==> src/rtl/assert_macros.svh <==
// Assertion helpers shared by the RTL.
`ifndef ASSERT_MACROS_SVH
`define ASSERT_MACROS_SVH

// Property checked at every rising edge outside reset.
`define CHECK_ALWAYS(label, clk, rst_n, prop) \
    label: assert property (@(posedge clk) disable iff (!rst_n) (prop)) \
        else $error("%m: check failed");

// Antecedent in one cycle implies consequent in the next.
`define CHECK_NEXT(label, clk, rst_n, pre, post) \
    label: assert property (@(posedge clk) disable iff (!rst_n) (pre) |=> (post)) \
        else $error("%m: check failed");

`endif

==> src/rtl/bffp_pkg.sv <==
package bffp_pkg;

    // Default geometry of the bit store
    localparam int WORD_BITS_DEF = 64;
    localparam int WORDS_DEF     = 4;

    // Field widths
    localparam int CMD_W      = 3;
    localparam int START_W    = 8;
    localparam int IDX_W      = 9;
    localparam int CNT_W      = 9;
    localparam int CFG_DATA_W = 32;
    localparam int CFG_ADDR_W = 3;

    localparam logic [CNT_W-1:0] BIT_COUNT_RST = 9'd256;

    // Register index, taken from the word address bit of paddr
    localparam logic REG_BIT_COUNT = 1'b0;

    // Command codes; unlisted codes behave as a query
    localparam logic [CMD_W-1:0] CMD_CLEAR     = 3'd0;
    localparam logic [CMD_W-1:0] CMD_SET       = 3'd1;
    localparam logic [CMD_W-1:0] CMD_POP_FIRST = 3'd2;
    localparam logic [CMD_W-1:0] CMD_POP_FROM  = 3'd3;
    localparam logic [CMD_W-1:0] CMD_QUERY     = 3'd4;

endpackage

==> src/rtl/bffp_item_if.sv <==
interface bffp_item_if;
    logic                          valid;
    logic                          ready;
    logic [bffp_pkg::CMD_W-1:0]    cmd;
    logic [bffp_pkg::START_W-1:0]  start_index;

    modport source (output valid, cmd, start_index, input ready);
    modport sink   (input valid, cmd, start_index, output ready);
endinterface

==> src/rtl/bffp_result_if.sv <==
interface bffp_result_if;
    logic                        valid;
    logic                        ready;
    logic [bffp_pkg::IDX_W-1:0]  popped;
    logic [bffp_pkg::IDX_W-1:0]  first_set;
    logic [bffp_pkg::IDX_W-1:0]  last_set;
    logic                        all_true;
    logic                        all_false;
    logic                        any_true;
    logic                        any_false;

    modport source (output valid, popped, first_set, last_set, all_true, all_false,
                    any_true, any_false, input ready);
    modport sink   (input valid, popped, first_set, last_set, all_true, all_false,
                    any_true, any_false, output ready);
endinterface

==> src/rtl/bffp_ram.sv <==
module bffp_ram #(
    parameter int WIDTH = bffp_pkg::WORD_BITS_DEF,
    parameter int DEPTH = bffp_pkg::WORDS_DEF
) (
    input  logic                                 clk,
    input  logic                                 wr_en,
    input  logic [(DEPTH > 1 ? $clog2(DEPTH) : 1)-1:0] wr_addr,
    input  logic [WIDTH-1:0]                     wr_data,
    input  logic [(DEPTH > 1 ? $clog2(DEPTH) : 1)-1:0] rd_addr,
    output logic [WIDTH-1:0]                     rd_data
);

    logic [WIDTH-1:0] mem [DEPTH];

    // One write port, one registered read port
    always_ff @(posedge clk)
    begin
        if (wr_en)
        begin
            mem[wr_addr] <= wr_data;
        end
        rd_data <= mem[rd_addr];
    end

endmodule

==> src/rtl/bitmap_find_first_pop.sv <==
// Bit store with find-first-set and pop.
// item channel: cmd (clear all, set all, pop first, pop from start_index,
//   query) and start_index. result channel: popped index plus one (zero when
//   nothing popped), first/last set live index (live size when empty) and the
//   all/any flags over the live bits, all taken after the command.
// APB register 0 (bit_count) sets the number of live bits; write it only
//   while no transaction is in flight. pready is tied high.
// Operation: a transaction scans the words in order. One stored word is read,
//   updated and written back per cycle through a single RAM read port. The
//   result is loaded into the output register with the last word, or from a
//   hold state once that register frees up; a new item waits until then.
// The result sits in an output register: the next item is accepted while it
//   waits. If the receiver still stalls when the following result is done,
//   the block holds it and stays not ready until the register frees up.
// Reset: store reads as all zeros (per-word valid bits), bit_count = 256,
//   no result pending. No clearing pass is needed.
`include "assert_macros.svh"

module bitmap_find_first_pop #(
    parameter int WORD_BITS = bffp_pkg::WORD_BITS_DEF,
    parameter int WORDS     = bffp_pkg::WORDS_DEF
) (
    input  logic                                clk,
    input  logic                                rst_n,
    bffp_item_if.sink                           item,
    bffp_result_if.source                       result,
    input  logic                                psel,
    input  logic                                penable,
    input  logic                                pwrite,
    input  logic [bffp_pkg::CFG_ADDR_W-1:0]     paddr,
    input  logic [bffp_pkg::CFG_DATA_W-1:0]     pwdata,
    output logic [bffp_pkg::CFG_DATA_W-1:0]     prdata,
    output logic                                pready
);

    localparam int CAP  = WORD_BITS * WORDS;
    localparam int IW   = $clog2(CAP + 1);
    localparam int SW   = IW > bffp_pkg::IDX_W ? IW : bffp_pkg::IDX_W;
    localparam int AW   = WORDS > 1 ? $clog2(WORDS) : 1;
    localparam int BW   = $clog2(WORD_BITS);

    localparam logic [1:0] ST_IDLE = 2'd0;
    localparam logic [1:0] ST_SCAN = 2'd1;
    localparam logic [1:0] ST_HOLD = 2'd2;

    typedef logic [WORD_BITS-1:0] word_t;
    typedef logic [SW-1:0]        pos_t;

    // Bits j of the word at base with base + j < lim
    function automatic word_t mask_below(input pos_t lim, input pos_t base);
        word_t all_ones;
        pos_t  d;
        all_ones = '1;
        d = lim - base;
        if (lim <= base)
            return '0;
        else if (d >= SW'(WORD_BITS))
            return all_ones;
        else
            return ~(all_ones << d);
    endfunction

    function automatic logic [BW-1:0] low_bit(input word_t v);
        logic [BW-1:0] idx;
        idx = '0;
        for (int i = WORD_BITS - 1; i >= 0; i--)
        begin
            if (v[i])
                idx = BW'(i);
        end
        return idx;
    endfunction

    function automatic logic [BW-1:0] high_bit(input word_t v);
        logic [BW-1:0] idx;
        idx = '0;
        for (int i = 0; i < WORD_BITS; i++)
        begin
            if (v[i])
                idx = BW'(i);
        end
        return idx;
    endfunction

    // Control state
    logic [1:0]                      state_reg, state_next;
    logic [AW-1:0]                   w_reg, w_next;
    logic                            out_valid_reg, out_valid_next;
    logic [WORDS-1:0]                valid_reg, valid_next;
    logic [bffp_pkg::CNT_W-1:0]      bit_count_reg, bit_count_next;

    // Per-transaction working registers
    logic [bffp_pkg::CMD_W-1:0]      cmd_reg, cmd_next;
    pos_t                            lo_reg, lo_next;
    pos_t                            size_reg, size_next;
    pos_t                            base_reg, base_next;
    logic                            found_reg, found_next;
    pos_t                            popped_reg, popped_next;
    pos_t                            first_reg, first_next;
    pos_t                            last_reg, last_next;
    logic                            ffound_reg, ffound_next;
    logic                            any_t_reg, any_t_next;
    logic                            any_f_reg, any_f_next;

    // Output register
    logic [bffp_pkg::IDX_W-1:0]      o_popped_reg, o_popped_next;
    logic [bffp_pkg::IDX_W-1:0]      o_first_reg, o_first_next;
    logic [bffp_pkg::IDX_W-1:0]      o_last_reg, o_last_next;
    logic                            o_any_t_reg, o_any_t_next;
    logic                            o_any_f_reg, o_any_f_next;

    // Datapath
    word_t                           rd_data;
    word_t                           word_cur;
    word_t                           live;
    word_t                           lo_ok;
    word_t                           cand;
    word_t                           new_word;
    word_t                           nv;
    word_t                           zero_live;
    logic [BW-1:0]                   pop_bit;
    logic                            is_pop;
    logic                            is_fill;
    logic                            pop_hit;
    logic                            last_word;
    logic                            out_free;
    logic                            load;
    logic                            cfg_wr;
    logic [AW-1:0]                   rd_addr;
    pos_t                            size_cfg;

    bffp_ram #(
        .WIDTH (WORD_BITS),
        .DEPTH (WORDS)
    ) u_store (
        .clk     (clk),
        .wr_en   (state_reg == ST_SCAN),
        .wr_addr (w_reg),
        .wr_data (new_word),
        .rd_addr (rd_addr),
        .rd_data (rd_data)
    );

    // Config port
    assign pready = 1'b1;
    assign cfg_wr = psel && penable && pwrite && pready;
    assign prdata = (paddr[2] == bffp_pkg::REG_BIT_COUNT)
                    ? bffp_pkg::CFG_DATA_W'(bit_count_reg) : '0;

    // Live size clamped to store capacity
    assign size_cfg = (SW'(bit_count_reg) > SW'(CAP)) ? SW'(CAP) : SW'(bit_count_reg);

    // Handshakes
    assign item.ready = (state_reg == ST_IDLE);
    assign out_free   = !out_valid_reg || result.ready;
    assign last_word  = (w_reg == AW'(WORDS - 1));
    assign rd_addr    = (state_reg == ST_SCAN) ? w_reg + AW'(1) : '0;

    assign is_pop  = (cmd_reg == bffp_pkg::CMD_POP_FIRST) || (cmd_reg == bffp_pkg::CMD_POP_FROM);
    assign is_fill = (cmd_reg == bffp_pkg::CMD_CLEAR) || (cmd_reg == bffp_pkg::CMD_SET);

    // Word update: fill or pop, then masked view for the summary
    always_comb
    begin
        word_cur  = valid_reg[w_reg] ? rd_data : '0;
        live      = mask_below(size_reg, base_reg);
        lo_ok     = ~mask_below(lo_reg, base_reg);
        cand      = word_cur & live & lo_ok;
        pop_bit   = low_bit(cand);
        pop_hit   = is_pop && !found_reg && (cand != '0);
        new_word  = word_cur;
        if (is_fill && (live != '0))
            new_word = (cmd_reg == bffp_pkg::CMD_SET) ? '1 : '0;
        else if (pop_hit)
            new_word = word_cur & ~(word_t'(1) << pop_bit);
        nv        = new_word & live;
        zero_live = ~new_word & live;
    end

    // Sequencer
    always_comb
    begin
        state_next     = state_reg;
        w_next         = w_reg;
        valid_next     = valid_reg;
        bit_count_next = bit_count_reg;
        cmd_next       = cmd_reg;
        lo_next        = lo_reg;
        size_next      = size_reg;
        base_next      = base_reg;
        found_next     = found_reg;
        popped_next    = popped_reg;
        first_next     = first_reg;
        last_next      = last_reg;
        ffound_next    = ffound_reg;
        any_t_next     = any_t_reg;
        any_f_next     = any_f_reg;
        load           = 1'b0;

        if (cfg_wr && (paddr[2] == bffp_pkg::REG_BIT_COUNT))
            bit_count_next = pwdata[bffp_pkg::CNT_W-1:0];

        unique case (state_reg)
            ST_IDLE:
            begin
                if (item.valid)
                begin
                    cmd_next    = item.cmd;
                    lo_next     = (item.cmd == bffp_pkg::CMD_POP_FROM)
                                  ? SW'(item.start_index) : '0;
                    size_next   = size_cfg;
                    base_next   = '0;
                    w_next      = '0;
                    found_next  = 1'b0;
                    popped_next = '0;
                    first_next  = size_cfg;
                    last_next   = size_cfg;
                    ffound_next = 1'b0;
                    any_t_next  = 1'b0;
                    any_f_next  = 1'b0;
                    state_next  = ST_SCAN;
                end
            end
            ST_SCAN:
            begin
                valid_next[w_reg] = 1'b1;
                if (pop_hit)
                begin
                    found_next  = 1'b1;
                    popped_next = base_reg + SW'(pop_bit) + SW'(1);
                end
                if (zero_live != '0)
                    any_f_next = 1'b1;
                if (nv != '0)
                begin
                    any_t_next = 1'b1;
                    last_next  = base_reg + SW'(high_bit(nv));
                    if (!ffound_reg)
                    begin
                        first_next  = base_reg + SW'(low_bit(nv));
                        ffound_next = 1'b1;
                    end
                end
                if (last_word)
                begin
                    if (out_free)
                    begin
                        load       = 1'b1;
                        state_next = ST_IDLE;
                    end
                    else
                    begin
                        state_next = ST_HOLD;
                    end
                end
                else
                begin
                    w_next    = w_reg + AW'(1);
                    base_next = base_reg + SW'(WORD_BITS);
                end
            end
            ST_HOLD:
            begin
                if (out_free)
                begin
                    load       = 1'b1;
                    state_next = ST_IDLE;
                end
            end
            default:
            begin
                state_next = ST_IDLE;
            end
        endcase
    end

    // Output register load
    always_comb
    begin
        out_valid_next = out_valid_reg && !result.ready;
        o_popped_next  = o_popped_reg;
        o_first_next   = o_first_reg;
        o_last_next    = o_last_reg;
        o_any_t_next   = o_any_t_reg;
        o_any_f_next   = o_any_f_reg;
        if (load)
        begin
            out_valid_next = 1'b1;
            o_popped_next  = popped_next[bffp_pkg::IDX_W-1:0];
            o_first_next   = first_next[bffp_pkg::IDX_W-1:0];
            o_last_next    = last_next[bffp_pkg::IDX_W-1:0];
            o_any_t_next   = any_t_next;
            o_any_f_next   = any_f_next;
        end
    end

    assign result.valid     = out_valid_reg;
    assign result.popped    = o_popped_reg;
    assign result.first_set = o_first_reg;
    assign result.last_set  = o_last_reg;
    assign result.all_true  = !o_any_f_reg;
    assign result.all_false = !o_any_t_reg;
    assign result.any_true  = o_any_t_reg;
    assign result.any_false = o_any_f_reg;

    // Control registers
    always_ff @(posedge clk or negedge rst_n)
    begin
        if (!rst_n)
        begin
            state_reg     <= ST_IDLE;
            w_reg         <= '0;
            out_valid_reg <= 1'b0;
            valid_reg     <= '0;
            bit_count_reg <= bffp_pkg::BIT_COUNT_RST;
        end
        else
        begin
            state_reg     <= state_next;
            w_reg         <= w_next;
            out_valid_reg <= out_valid_next;
            valid_reg     <= valid_next;
            bit_count_reg <= bit_count_next;
        end
    end

    // Payload registers
    always_ff @(posedge clk)
    begin
        cmd_reg      <= cmd_next;
        lo_reg       <= lo_next;
        size_reg     <= size_next;
        base_reg     <= base_next;
        found_reg    <= found_next;
        popped_reg   <= popped_next;
        first_reg    <= first_next;
        last_reg     <= last_next;
        ffound_reg   <= ffound_next;
        any_t_reg    <= any_t_next;
        any_f_reg    <= any_f_next;
        o_popped_reg <= o_popped_next;
        o_first_reg  <= o_first_next;
        o_last_reg   <= o_last_next;
        o_any_t_reg  <= o_any_t_next;
        o_any_f_reg  <= o_any_f_next;
    end

    // Only pop commands report a popped index
    `CHECK_ALWAYS(a_pop_only_on_pop, clk, rst_n, !(load && (popped_next != '0)) || is_pop)
    // A popped index never exceeds the live size
    `CHECK_ALWAYS(a_pop_in_range, clk, rst_n, !load || (popped_next <= size_reg))
    // Empty live set on both counts only happens with a zero size
    `CHECK_ALWAYS(a_empty_live, clk, rst_n, !(load && !any_t_next && !any_f_next) || (size_reg == '0))
    // Accepted item starts its scan at word zero
    `CHECK_NEXT(a_scan_start, clk, rst_n, item.valid && item.ready,
                (state_reg == ST_SCAN) && (w_reg == '0))

endmodule
==> src/flat_wrapper.sv <==
// flat-port wrapper written by rule: the top's interface ports become plain ports
module bitmap_find_first_pop_flat 
#(
    parameter int WORD_BITS = bffp_pkg::WORD_BITS_DEF,
    parameter int WORDS     = bffp_pkg::WORDS_DEF
)
  (clk, rst_n, psel, penable, pwrite, paddr, pwdata, prdata, pready, item_valid, item_cmd, item_start_index, item_ready, result_valid, result_popped, result_first_set, result_last_set, result_all_true, result_all_false, result_any_true, result_any_false, result_ready);
  bffp_item_if item_i ();
  bffp_result_if result_i ();
  input  logic clk;
  input  logic rst_n;
  input  logic psel;
  input  logic penable;
  input  logic pwrite;
  input  logic [bffp_pkg::CFG_ADDR_W-1:0] paddr;
  input  logic [bffp_pkg::CFG_DATA_W-1:0] pwdata;
  output logic [bffp_pkg::CFG_DATA_W-1:0] prdata;
  output logic pready;
  input wire logic [$bits(item_i.valid)-1:0] item_valid;
  input wire logic [$bits(item_i.cmd)-1:0] item_cmd;
  input wire logic [$bits(item_i.start_index)-1:0] item_start_index;
  output wire logic [$bits(item_i.ready)-1:0] item_ready;
  output wire logic [$bits(result_i.valid)-1:0] result_valid;
  output wire logic [$bits(result_i.popped)-1:0] result_popped;
  output wire logic [$bits(result_i.first_set)-1:0] result_first_set;
  output wire logic [$bits(result_i.last_set)-1:0] result_last_set;
  output wire logic [$bits(result_i.all_true)-1:0] result_all_true;
  output wire logic [$bits(result_i.all_false)-1:0] result_all_false;
  output wire logic [$bits(result_i.any_true)-1:0] result_any_true;
  output wire logic [$bits(result_i.any_false)-1:0] result_any_false;
  input wire logic [$bits(result_i.ready)-1:0] result_ready;
  assign item_i.valid = item_valid;
  assign item_i.cmd = item_cmd;
  assign item_i.start_index = item_start_index;
  assign item_ready = item_i.ready;
  assign result_valid = result_i.valid;
  assign result_popped = result_i.popped;
  assign result_first_set = result_i.first_set;
  assign result_last_set = result_i.last_set;
  assign result_all_true = result_i.all_true;
  assign result_all_false = result_i.all_false;
  assign result_any_true = result_i.any_true;
  assign result_any_false = result_i.any_false;
  assign result_i.ready = result_ready;
  bitmap_find_first_pop #(.WORD_BITS(WORD_BITS), .WORDS(WORDS)) u_core (.clk(clk), .rst_n(rst_n), .item(item_i), .result(result_i), .psel(psel), .penable(penable), .pwrite(pwrite), .paddr(paddr), .pwdata(pwdata), .prdata(prdata), .pready(pready));
endmodule
==> config.mk <==
export PLATFORM = sky130hd
export DESIGN_NAME = bitmap_find_first_pop_flat
export DESIGN_NICKNAME = d
export VERILOG_FILES = /design/src/rtl/bffp_pkg.sv /design/src/rtl/bffp_item_if.sv /design/src/rtl/bffp_result_if.sv /design/src/rtl/bffp_ram.sv /design/src/rtl/bitmap_find_first_pop.sv /design/src/flat_wrapper.sv
export VERILOG_INCLUDE_DIRS = /design/src /design/src/rtl
export SDC_FILE = /design/constraint.sdc
export NUM_CORES = 1
export LEC_CHECK = 0
export BUFFER_PORTS_ARGS = -buffer_cell sky130_fd_sc_hd__buf_2
export CORE_MARGIN = 5
export CORE_UTILIZATION = 30
export CTS_BUF_LIST = sky130_fd_sc_hd__clkbuf_2 sky130_fd_sc_hd__clkbuf_4 sky130_fd_sc_hd__clkbuf_8
export DETAILED_ROUTE_END_ITERATION = 8
export PLACE_DENSITY = 0.46
export SETUP_SLACK_MARGIN = 0.15
export SYNTH_ARGS = -nofsm -noshare
export SYNTH_HDL_FRONTEND = slang
export SYNTH_SLANG_ARGS = --single-unit
==> constraint.sdc <==
create_clock -name clk -period 7.6 [get_ports clk]
set_clock_uncertainty 0.15 [all_clocks]
set_input_delay 0.38 -clock clk [delete_from_list [all_inputs] [get_ports clk]]
set_output_delay 0.38 -clock clk [all_outputs]
set_load 0.005 [all_outputs]
# Word-level counts from Yosys, hierarchy flattened
# Memories as Yosys holds them, arrays and structs flattened. A register that Yosys moved wholly into a read port is not among the register bits.
# Index checks and enable logic that the tools add are counted.
# word_totals
reg_bits	108
ramBits	256
output_inout_bits	66
mem_count	1
# memory_table
memory	depth	word_bits	read_ports	rd_ports_with_merged_regs	write_ports	line_no	source
u_core.u_store.mem	4	64	1	1	1	bffp_ram.sv:13	logic [WIDTH-1:0] mem [DEPTH];
# op_classes
addsub	8
magnitude_cmp	7
n_eq_ne	13
n_shift	3
muxes	249
n_bitwise	12
reduce_logical	28
# ops
cell	n
2-to-1 mux 6 bit	165
2-to-1 mux 64 bit	8
AND 64 bit	5
NOT 64 bit	5
nonzero test 64 bit	4
left shift 64 x 9 -> 64 bit, first input constant	2
2-to-1 mux 9 bit	11
2-to-1 mux 5 bit	16
one-hot mux 9 bit (2 select lines)	4
left shift 1 x 6 -> 64 bit, first input constant	1
2-to-1 mux 4 bit	8
adder 9 x 6 -> 9 bit	3
greater-or-equal comparator 9 x 7 -> 1 bit, second input constant	2
<= comparator 9 bit	2
2-to-1 mux 2 bit	9
subtractor 9 bit	2
2-to-1 mux 1 bit	15
2-to-1 mux 3 bit	4
AND reduction 3 bit	4
one-hot mux 1 bit (2 select lines)	5
adder 9 x 1 -> 9 bit, second input constant	1
adder 9 x 7 -> 9 bit, second input constant	1
== test 3 x 2 -> 1 bit, second input constant	3
> comparator 9 bit, second input constant	1
21 further kinds	39

# Longest topological paths before layout
# depth
depth_word	148
ltp_mapped	30
mapped_depth_nobuf	24

# By module
# From an unflattened synthesis, not the netlist that was laid out.
# hier_totals
hier_cells	2197
hier_area_um2	23537.6
# by_module_without_submodules
module	n_inst	cells_each	area_each_um2	seq_area_each_um2
bitmap_find_first_pop	1	1795	12914.9	2653.8
bffp_ram	1	402	10622.7	8968.6

# Worst setup path before layout
# No wires, ideal clock.
# synth_timing
path_type	register -> register
from	register u_core.base_reg[8]
to	register u_core.o_last_reg (netlist bit u_core.result.last_set[7]), data pin
arrival_time_ns	6.907
required_time_ns	7.184
setup_slack_ns	0.277
stages_incl_launch_ff	30
path_buffers	7
synth_period_minus_slack_ns	7.323
path_cell_list	edfxtp_1 > buf_2 > inv_2 > ha_1 > buf_2 > and4b_1 > clkbuf_1 > a21oi_1 > clkbuf_1 > o21a_1 > o2111a_1 > o2111ai_1 > or2_2 > o31a_1 > o41a_1 > clkbuf_1 > nor2_1 > ha_1 > clkbuf_1 > a31oi_1 > and2_1 > a211oi_1 > and4b_1 > or4b_1 > nor4b_4 > and3b_1 > buf_4 > mux2_2 > a222oi_1 > inv_1
# synth_rtl
element	line_no	source
start: declaration	bitmap_find_first_pop.sv:96	pos_t base_reg, base_next;
start signal: assignment	bitmap_find_first_pop.sv:333	base_reg <= base_next;
subtractor 9 bit	bitmap_find_first_pop.sv:54	d = lim - base;
left shift 64 x 9 -> 64 bit	bitmap_find_first_pop.sv:60	return ~(all_ones << d);
NOT 64 bit	bitmap_find_first_pop.sv:60	
2-to-1 mux 64 bit	bitmap_find_first_pop.sv:57	else if (d >= SW'(WORD_BITS))
2-to-1 mux 64 bit	bitmap_find_first_pop.sv:55	if (lim <= base)
AND 64 bit / NOT 64 bit (equally long branches)	bitmap_find_first_pop.sv:168, bitmap_find_first_pop.sv:167	
AND 64 bit	bitmap_find_first_pop.sv:168	cand = word_cur & live & lo_ok;
2-to-1 mux 6 bit (64 in series)	bitmap_find_first_pop.sv:68	if (v[i])
[5 not listed]	--	
via u_core.new_word[3]	bitmap_find_first_pop.sv:118	word_t new_word;
[14 not listed]	--	
2-to-1 mux 5 bit (16 in series)	bitmap_find_first_pop.sv:79	if (v[i])
2-to-1 mux 6 bit (32 in series)	bitmap_find_first_pop.sv:79	
2-to-1 mux 6 bit	bitmap_find_first_pop.sv:234	if (nv != '0)
2-to-1 mux 6 bit	bitmap_find_first_pop.sv:203	unique case (state_reg)
adder 9 x 6 -> 9 bit	bitmap_find_first_pop.sv:237	last_next = base_reg + SW'(high_bit(nv));
2-to-1 mux 9 bit *	bitmap_find_first_pop.sv:234	
one-hot mux 9 bit (2 select lines) *	bitmap_find_first_pop.sv:203	
via u_core.last_next[7]	bitmap_find_first_pop.sv:100	pos_t last_reg, last_next;
end signal: assignment	bitmap_find_first_pop.sv:343	o_last_reg <= o_last_next;
end: declaration	bitmap_find_first_pop.sv:108	logic [bffp_pkg::IDX_W-1:0] o_last_reg, o_last_next;
# Mark *: on every way through the listed nets, which the timed path passes. The rest lies on a longest branch. The select of a mux whose other input is x is not followed.
# A chain may end at the register's enable or synchronous reset.

# Worst setup path in the final report
# layout_timing
from	register u_core.base_reg[6]
to	register u_core.o_last_reg (netlist bit u_core.result.last_set[7]), data pin
# layout_via
elab_chain_len	145
# layout_lines
element	line_no
subtractor 9 bit	bitmap_find_first_pop.sv:54
left shift 64 x 9 -> 64 bit	bitmap_find_first_pop.sv:60
NOT 64 bit	bitmap_find_first_pop.sv:60
2-to-1 mux 64 bit	bitmap_find_first_pop.sv:57
2-to-1 mux 64 bit	bitmap_find_first_pop.sv:55
AND 64 bit / NOT 64 bit (equally long branches)	bitmap_find_first_pop.sv:168, bitmap_find_first_pop.sv:167
AND 64 bit	bitmap_find_first_pop.sv:168
2-to-1 mux 6 bit (64 in series)	bitmap_find_first_pop.sv:68
[21 not listed]	--
2-to-1 mux 5 bit (16 in series)	bitmap_find_first_pop.sv:79
2-to-1 mux 6 bit (32 in series)	bitmap_find_first_pop.sv:79
2-to-1 mux 6 bit	bitmap_find_first_pop.sv:234
2-to-1 mux 6 bit	bitmap_find_first_pop.sv:203
adder 9 x 6 -> 9 bit	bitmap_find_first_pop.sv:237
2-to-1 mux 9 bit *	bitmap_find_first_pop.sv:234
one-hot mux 9 bit (2 select lines) *	bitmap_find_first_pop.sv:203
via u_core.last_next[7]	bitmap_find_first_pop.sv:100
# Marks and branches as above.

==> metrics.csv <==
metric;value;unit
outcome;completed;
maxcap violations;0;
Starting Density;30.3;%
post-DR vias/cell;5.65;
# IOs;119;
worst hold path type;primary input to flip-flop;
Distinct cells, synth;113;
XOR/XNOR share of the synthesized area;0.223;%
RSZ-0062 raised after global routing;yes;
initial antenna violation count;9;
Synth Cell Area;23600;µm²
die height;290;µm
Setup CP Type;flip-flop to flip-flop;
most common cell after layout, fill and taps aside;buf_4;
clock root buffer master;clkbuf_8;
biggest regs;u_core.u_store.mem x256, u_core.u_store.rd_data x64;
row count;102;
met3 track utilization from global routing;4.37;%
Largest Register;u_core.u_store.mem;
Crit. End Element;flip-flop;
DRT iter0 DRCs;2481;
GR peak layer;met2;
Warnings, synthesis;0;
# setup viols final;0;
max incr delay on CP;0.42;ns
Crit. Startpoint;u_core.base_reg[6];
met2 Track Usage GR;47.2;%
Post-Synthesis Cells;2420;
final critical-path required period;7.36;ns
Fmax achieved;0.136;GHz
ys async rst share;4.28;%
Total GRT Usage;29.6;%
chip width;290;µm
number of synthesized flops with an enable pin;310;
Synth Area in Simple Gates;18.9;%
routed len/inst;30.4;µm
Final Max Tran Viols;0;
Slew @ Worst Pin;1.21;ns
Hold Violations, Final;0;
max_slew headroom;18.4;%
PortBufs;69;
Final ANT Viol Nets;0;
Sink Count;421;
adder-cell share of the synthesized area;0.903;%
grt met1 use;41.4;%
core area;77700;µm²
CTS Buf Count;72;
#FFs+latches synth;421;
share of post-route cells with drive strength above 1;36.4;%
Clock transition at path regs;0.06;ns
Fillers;7677;
CP max FO;5;
Arr. time, crit path;7.65;ns
DP HPWL;105000;µm
die area;84200;µm²
Clock Latency Late Sink;0.69;ns
Post-Route WL;131000;µm
Area growth syn-to-layout;40.0;%
mux contribution to synthesized area;1.05;%
residual DRC count;0;
Most Frequent Cell on Critical Path;buf_4;
setup_tns;0;ns
Compound-Gate Fraction of Synth Area;25.1;%
ys flop type;edfxtp_1;
first-pass GRT wire length;180000;µm
largest net degree at the start of global routing;77;
Avg Cell Area, Syn;9.74;µm²
largest family of logic cells by synthesized area;compound AO/OA/AOI/OAI gates;
H-tree depth;3;
cell at the slowest stage of the critical path;or3b_4;
total grt overflow;0;
via count;24300;
1st-pass router iterations;6;
fin crit share;96.9;%
CTS tree;built;
worst hold start;item_valid;
GP Congestion;1.02;
number of global-route vias before repair;23600;
register area share after synthesis;49.3;%
nets;3276;
CP startpoint kind;flip-flop;
worst path required time;7.89;ns
reg2reg start;u_core.base_reg[6];
clk buf depth;3;
number of flip-flops under the largest register name;256;
highest-count cells in the layout ignoring fill and taps;759 x buf_4, 310 x edfxtp_1, 301 x nand2_1;
==> timing repair <==
| action | CTS | global route |
|---|---|---|
| resized for setup | 61 | 110 |
| pin swaps | 13 | 41 |
| buffers inserted | 16 | 17 |
| hold buffers | 24 | 0 |
| endpoints found under the setup margin | 40 | 34 |
| hold endpoints to repair | 40 | 0 |
| gates cloned | 0 | 0 |
==> logic make-up after synthesis <==
logic type,Yosys count
simple gates,881
compound gates,835
flops,421
buf+inv,236
mux,22
fa+ha+maj,17
xor+xnor,6
other cells,2
==> cell type report <==
cell class              count  area [µm²]  area share, %
flip-flops and latches    421       11600           35.3
clock buffers             103        1240           3.77
inverters                  57         221          0.672
well taps                1040        1300           3.95
clock inverters            30         270          0.820
multi-input cells        1785       11700           35.5
diodes                      4        10.0         0.0304
repair buffers            869        6580           20.0
==> critical path, delay by kind of cell (launching register included) <==
| family | cells | cell delay (ns) |
|---|---|---|
| AND/OR/NAND/NOR | 8 | 2.50 |
| AO/OA/AOI/OAI | 9 | 2.24 |
| buffers and inverters | 7 | 1.06 |
| adder cells (fa/ha/maj) | 2 | 0.42 |
| flip-flops | 1 | 0.40 |
| multiplexers | 1 | 0.35 |
==> per-stage QoR <==
stage	setup slack (ns)	area [µm²]	std cells	hold slack, ns	util [%]
2_1_floorplan	0.277	23600	2442	-0.0656	-
3_3_place_gp	-0.644	30200	4115	0.169	38.9
3_5_place_dp	-0.669	30200	4115	0.178	38.9
4_1_cts	0.150	32300	4288	0.0103	41.6
5_1_grt	0.0771	33000	4307	0.0556	42.4
6_report	0.236	33000	4309	0.0625	42.4
==> layer usage <==
| metal | vias to the layer above | wire (µm) |
|---|---|---|
| li1 | 10900 | - |
| met2 | 1027 | 59200 |
| met3 | 198 | 8640 |
| met1 | 12200 | 58000 |
| met5 | - | 0 |
| met4 | 0 | 5010 |
==> cells in the mapped netlist, drive strengths merged, types with 8 or more instances <==
cell	instances	area share, %
a2111oi	19	0.88
a211o	9	0.33
a211oi	108	3.5
a21boi	10	0.37
a21o	25	0.80
a21oi	122	2.7
a221oi	8	0.32
a22oi	10	0.32
a31oi	124	3.3
and2	107	2.8
and3	20	0.53
buf	59	1.6
clkbuf	120	1.9
dfrtp	17	1.8
dfxtp	93	7.9
edfxtp	310	40
ha	17	0.90
inv	57	0.91
mux2	12	0.57
mux2i	9	0.38
nand2	308	4.9
nand2b	21	0.56
nand3	75	1.6
nand4	19	0.50
nor2	134	2.1
nor2b	27	0.72
nor3	50	1.1
nor3b	8	0.25
nor4	24	0.78
o2111ai	17	0.63
o211ai	44	1.4
o21a	24	0.76
o21ai	144	3.2
o21bai	9	0.30
o221ai	9	0.33
o22ai	14	0.37
o311ai	9	0.33
o31a	9	0.33
o31ai	20	0.68
or2	23	0.61
or3	25	0.69
or4	8	0.27
==> path summary, 6_finish.rpt <==
check / to / slack [ns] / cells past startpoint
max in group asynchronous: u_core.w_reg[0] / 5.51 / 4
hold / removal: u_core.state_reg[1] / 0.06 / 4
setup / recovery: u_core.result.last_set[7] / 0.24 / 27
min in group asynchronous: u_core.bit_count_reg[8] / 0.58 / 3
setup reg to reg: u_core.result.last_set[7] / 0.24 / 27
hold reg to reg: u_core.valid_reg[3] / 0.31 / 1
Power is not shown: default switching activity piles up to over one toggle a cycle in this logic, so the estimate is an artifact.
